### src/rtl/rcdgp_pkg.sv
// ----------------------------------------------------------------------------
// rcdgp_pkg
// Types, codes and constants of the cost grid painter.
// ----------------------------------------------------------------------------
`default_nettype none

package rcdgp_pkg;

    localparam int DEF_GRID_WIDTH  = 128;
    localparam int DEF_GRID_HEIGHT = 128;
    localparam int COUNT_MAX       = 32767;
    localparam int CFG_IDX_W       = 3;
    localparam int CFG_DATA_W      = 16;

    localparam logic signed [7:0] CELL_UNKNOWN = -8'sd1;
    localparam logic        [6:0] COST_CEIL    = 7'd100;

    typedef enum logic [1:0] {
        OP_FILL  = 2'd0,
        OP_CLEAR = 2'd1,
        OP_MARK  = 2'd2,
        OP_READ  = 2'd3
    } t_op;

    typedef enum logic [CFG_IDX_W-1:0] {
        CFG_UNKNOWN_VALUE = 3'd0,
        CFG_FREE_VALUE    = 3'd1,
        CFG_MIN_COST      = 3'd2,
        CFG_MAX_COST      = 3'd3,
        CFG_KNEE_LOW      = 3'd4,
        CFG_KNEE_HIGH     = 3'd5,
        CFG_HIT_RADIUS    = 3'd6,
        CFG_CLEAR_RADIUS  = 3'd7
    } t_cfg_idx;

    typedef struct packed {
        t_op                operation;
        logic signed [11:0] center_x;
        logic signed [11:0] center_y;
        logic        [15:0] range_mm;
    } t_in;

    typedef struct packed {
        logic signed [7:0]  cell_value;
        logic        [6:0]  cost_used;
        logic        [14:0] cells_written;
    } t_out;

    typedef enum logic [3:0] {
        ST_CLEAR,
        ST_IDLE,
        ST_FILL,
        ST_COST,
        ST_DISK,
        ST_DRAIN,
        ST_READ,
        ST_CAPTURE,
        ST_DONE
    } t_state;

    typedef struct packed {
        logic load;
        logic sweep_clear;
        logic sweep_fill;
        logic disk_init;
        logic disk_mark;
        logic disk_step;
        logic read_capture;
        logic finish;
    } t_cmd;

    typedef struct packed {
        t_op  in_op;
        logic clear_zero;
        logic sweep_last;
        logic disk_last;
        logic cost_done;
        logic out_free;
    } t_sts;

endpackage

`default_nettype wire

### src/rtl/rcdgp_ctrl.sv
// ----------------------------------------------------------------------------
// rcdgp_ctrl
// Command sequencer: reset sweep, fill, disk walk, read and result hand-off.
// ----------------------------------------------------------------------------
`default_nettype none

module rcdgp_ctrl (
    input  logic            i_clk,
    input  logic            i_rst_n,
    input  logic            i_in_valid,
    input  rcdgp_pkg::t_sts i_sts,
    output logic            o_in_ready,
    output rcdgp_pkg::t_cmd o_cmd
);
    import rcdgp_pkg::*;

    t_state r_state;
    t_state n_state;

    always_ff @(posedge i_clk) begin
        if (!i_rst_n) begin
            r_state <= ST_CLEAR;
        end else begin
            r_state <= n_state;
        end
    end

    always_comb begin
        n_state    = r_state;
        o_cmd      = '0;
        o_in_ready = 1'b0;
        case (r_state)
            ST_CLEAR: begin
                o_cmd.sweep_clear = 1'b1;
                if (i_sts.sweep_last) begin
                    n_state = ST_IDLE;
                end
            end
            ST_IDLE: begin
                o_in_ready = 1'b1;
                if (i_in_valid) begin
                    o_cmd.load = 1'b1;
                    case (i_sts.in_op)
                        OP_FILL:  n_state = ST_FILL;
                        OP_CLEAR: begin
                            if (i_sts.clear_zero) begin
                                n_state = ST_DONE;
                            end else begin
                                o_cmd.disk_init = 1'b1;
                                n_state         = ST_DISK;
                            end
                        end
                        OP_MARK:  n_state = ST_COST;
                        OP_READ:  n_state = ST_READ;
                        default:  n_state = ST_IDLE;
                    endcase
                end
            end
            ST_FILL: begin
                o_cmd.sweep_fill = 1'b1;
                if (i_sts.sweep_last) begin
                    n_state = ST_DONE;
                end
            end
            ST_COST: begin
                if (i_sts.cost_done) begin
                    o_cmd.disk_init = 1'b1;
                    o_cmd.disk_mark = 1'b1;
                    n_state         = ST_DISK;
                end
            end
            ST_DISK: begin
                o_cmd.disk_step = 1'b1;
                if (i_sts.disk_last) begin
                    n_state = ST_DRAIN;
                end
            end
            // last write of the disk lands here
            ST_DRAIN:   n_state = ST_DONE;
            ST_READ:    n_state = ST_CAPTURE;
            ST_CAPTURE: begin
                o_cmd.read_capture = 1'b1;
                n_state            = ST_DONE;
            end
            ST_DONE: begin
                if (i_sts.out_free) begin
                    o_cmd.finish = 1'b1;
                    n_state      = ST_IDLE;
                end
            end
            default: n_state = ST_IDLE;
        endcase
    end

endmodule

`default_nettype wire

### config.mk
export PLATFORM = sky130hd
export DESIGN_NAME = rcdgp_ctrl
export DESIGN_NICKNAME = d
export VERILOG_FILES = /design/src/rtl/rcdgp_pkg.sv /design/src/rtl/rcdgp_ctrl.sv
export SDC_FILE = /design/constraint.sdc
export NUM_CORES = 1
export LEC_CHECK = 0
export BUFFER_PORTS_ARGS = -buffer_cell sky130_fd_sc_hd__buf_4
export CAP_MARGIN = 10
export CORE_AREA = 4 4 41 43
export DETAILED_ROUTE_END_ITERATION = 10
export DIE_AREA = 0 0 45 47
export PLACE_DENSITY = 0.64
export REMOVE_ABC_BUFFERS = 1
export SETUP_SLACK_MARGIN = 0.1
export SYNTH_ARGS = -nofsm -noshare
export SYNTH_HDL_FRONTEND = slang
export SYNTH_SLANG_ARGS = --single-unit
### constraint.sdc
create_clock -name i_clk -period 2.2 [get_ports i_clk]
set_clock_uncertainty 0.2 [all_clocks]
set_input_delay 0.44 -clock i_clk [delete_from_list [all_inputs] [get_ports i_clk]]
set_output_delay 0.44 -clock i_clk [all_outputs]
set_load 0.005 [all_outputs]
Word-level counts from Yosys, hierarchy flattened --
Index checks and enable logic that the tools add are counted.
Operators by class: equality and inequality tests 17, reduce and logical (&&, ||, !) cells 4, mux-type cells 24
Operators by type and width (number):
- 4-bit case mux with 8 select lines | 1
- 4-bit two-way mux | 7
- 4-bit by 3-bit equality test with 1-bit output (second input constant) | 4
- 4-bit case mux with 4 select lines | 1
- 1-bit two-way mux | 13
- 2-bit != test (second input constant) | 6
- 4-bit by 2-bit equality test with 1-bit output (second input constant) | 2
- 6-bit AND reduction | 1
- 2-bit equality test (second input constant) | 2
- 4-bit by 1-bit equality test with 1-bit output (second input constant) | 1
- 4-bit equality test (second input constant) | 1
- 4-bit logical NOT | 1
- 2-bit by 1-bit equality test with 1-bit output (second input constant) | 1
- 2-bit logical NOT | 1
- 2-bit two-way mux | 1
- 1-bit case mux with 2 select lines | 1
- 2-bit OR reduction | 1
Word-level totals: flip-flop bits (word level) 4, output and inout bits 9, logic and storage cells 46, input bits 10

Longest topological paths before layout --
depth after elaboration 4, gate-level depth with buffers 5

Worst setup path after synthesis --
No wires, ideal clock.
path kind register -> output, from register r_state[1], to output port o_cmd[7] in the netlist's numbering, path slack 564 ps, arrival time 996 ps, path buffers 1, data required time 1560 ps, stages on the path, launching flop included 5, path through dfxtp_1 > buf_6 > nand2b_1 > nor3_1 > and2_1
RTL lines:
- start: declaration | RTL line rcdgp_ctrl.sv:17 | t_state r_state;
- start signal: assignment | RTL line rcdgp_ctrl.sv:24 | r_state <= n_state;
- end: declaration | RTL line rcdgp_ctrl.sv:13 | output rcdgp_pkg::t_cmd o_cmd

==> key figures <==
Status
  • Outcome: finished, final reports clean

Synth
  • Share of the synthesized area in the top cell type: 18.1%
  • Syn avg cell area: 7.26 µm²
  • Number of library cell types mapped by synthesis: 32
  • Synth warn: 0
  • FF+latch count, synth: 4
  • Top post-synthesis cells by area: dfxtp_1 18%, nand2b_1 7.1%, nor2_1 6.8%
  • Async set or reset register ratio after synthesis: 0%
  • Post-Syn Area: 443 µm²
  • Main synth FF type: dfxtp_1
  • Synth area leader: dfxtp_1
  • Syn Inst Count: 61
  • Sequential area share after synthesis: 18.1%
  • Number of flops mapped to enable cells by yosys: 0

Cells and area
  • Area occupied by multi-input gates: 332 µm²
  • Reg with most FFs: r_state
  • Largest regs: r_state (4)
  • Diode count: 0
  • Storage cell area: 82.6 µm²
  • Max reg flops: 4
  • Layout cells sized above 1: 37.2%
  • Finished Layout Cells: 93
  • Syn-to-layout area delta: 35.0%
  • Final #Nets: 90
  • Fillcell total: 143

GRT
  • Vias in the first global route: 408
  • Initial antenna violation count: 0
  • Largest net degree at the start of global routing: 16
  • Grt total ovfl: 0
  • Total global-route track usage: 10.6%
  • First-pass GRT wire length: 1640 µm

Die
  • Die ar.: 2120 µm²
  • Die width: 45 µm
  • Row Count: 13
  • Io pins: 19
  • Core area: 1300 µm²
  • Initial Util: 34.0%
  • Die height: 47 µm

STA
  • Slew Viols, Final: 0
  • Final period utilization: 91.7%
  • Fmax: 496 MHz
  • Final setup fails: 0
  • Relative slew slack: 71.0%
  • Period minus WS final: 2020 ps
  • Slew @ Worst Pin: 435 ps
  • Setup TNS: 0 ps
  • Setup ws final: 183 ps
  • RSZ-0062 raised after global routing: false
  • Final Hold Fails: 0

Place
  • Gpl congestion: 0.766
  • Cell count after placement: 90
  • Dpl ws: 394 ps
  • PortBufs: 18
  • Post-DP HPWL: 824 µm

Power
  • Worst vdd ir: 0.523 mV
  • Total power: 607 µW
  • Pwr per Cell Area: 1020 nW/µm²
  • Leakage power: 0.264 nW

Job
  • Max-Cap Viols: 0

Worst setup path
  • Startpoint types: flip-flop
  • Crit-path max FO: 15
  • Crit-path cells: nor4b_2, buf_4
  • CP max stage delay: 580 ps
  • Worst EP arrival: 1380 ps
  • Slowest cell on crit path: dfxtp_1
  • Critical path capture point type: primary output
  • CP required: 1560 ps
  • Crit Path Category: flip-flop to primary output

Drt
  • Detail Route Antenna Nets: 0
  • Post-Route WL: 1070 µm
  • Initial drt markers: 10
  • Routed len/inst: 11.5 µm
  • Vias/cell: 5.18
  • Post-route DRC: 0
  • Drt first pass iters: 4
  • DR vias: 482

Clock tree
  • # resized after CTS: 0
  • CTS sink cnt: 4
  • Clk pin slew, worst setup/hold paths: 40 ps
  • Maximum root-to-sink buffer count: 2
  • Hold_buf cts: 0
  • Cts bufs inserted: 3
  • TritonCTS clock tree: built
  • H-Tree Depth: 1
  • Post-CTS setup repair buffer count: 0
  • Root Driver: clkbuf_4
  • Skew-Pair Late Insertion Delay: 230 ps

Worst hold path
  • Worst min-delay path category: input port to flip-flop
## where the power goes
group	internal [mW]	total [mW]	switching, mW
combinational	0.185	0.329	0.144
sequential	0.102	0.190	0.0871
clock	0.0609	0.0886	0.0278
## cell type report
class / instances / area share, %
clock buffers: 3 / 3.77
inverters: 2 / 1.26
multi-input cells: 51 / 55.4
flip-flops and latches: 4 / 13.8
well taps: 15 / 3.14
repair buffers: 18 / 22.6
## final timing paths
check                                        startpoint                      end  slack [ps]  cells after the start
worst max-delay path            r_state[2]$_SDFFE_PN0P_                 o_cmd[2]         180                      2
worst min register to register  r_state[1]$_SDFFE_PN0P_  r_state[1]$_SDFFE_PN0P_         360                      2
worst min-delay path                            i_rst_n  r_state[2]$_SDFFE_PN0P_         250                      2
worst max register to register  r_state[2]$_SDFFE_PN0P_  r_state[2]$_SDFFE_PN0P_         430                      4
## logic make-up (layout without fill, tap and decap cells)
family,count (synthesis),in the layout,synth area share [%]
compound gates,13,13,20.3
simple gates,37,37,51.1
buf+inv,6,23,8.19
flops,4,4,18.1
mux,1,1,2.26
## Yosys cell counts, types with 2 or more instances
master,n
o21a_1,2
nand2b_1,5
buf_2,2
inv_1,2
nor3b_1,2
dfxtp_1,4
o21ai_0,2
nand2_1,6
nor2_1,8
nor3_1,3
a21oi_1,3
nor4_1,2
## stage by stage
stage / area, µm² / hold WS [ps] / util [%]
after floorplan: 414 / 355 / -
after global placement: 568 / 422 / 43.7
after detailed placement: 568 / 431 / 43.7
after CTS: 591 / 248 / 45.4
after global routing: 598 / 257 / 46.0
final: 598 / 251 / 46.0
## layout by cell type (no fill, tap or decap), types with 2 or more instances in the layout
master,synthesis,final
nor3b_1,2,2
nor4_1,2,2
inv_1,2,2
nor3_1,3,2
nand2b_1,5,5
o21ai_0,2,2
clkbuf_4,0,3
nor2_1,8,8
o21a_1,2,2
dfxtp_1,4,2
buf_4,1,18
dfxtp_2,0,2
nand2_1,6,6
a21oi_1,3,3
## layer usage
metal | share of wire, % | GRT usage [%] | wire length [µm] | up-vias
met1 | 44 | 11.8 | 472 | 221
met5 | 0 | 0 | 0 | -
li1 | - | - | - | 251
met3 | 3.0 | 1.15 | 32 | 0
met4 | 0 | 7.02 | 0 | 0
met2 | 53 | 18.9 | 562 | 10
## critical path: cells and delay by family (launching register included)
family	cells	cell delay, ps
buffers and inverters	1	180
DFF	1	580
and+or+nand+nor	1	390
Note: power is estimated with default switching activity, not from simulation.
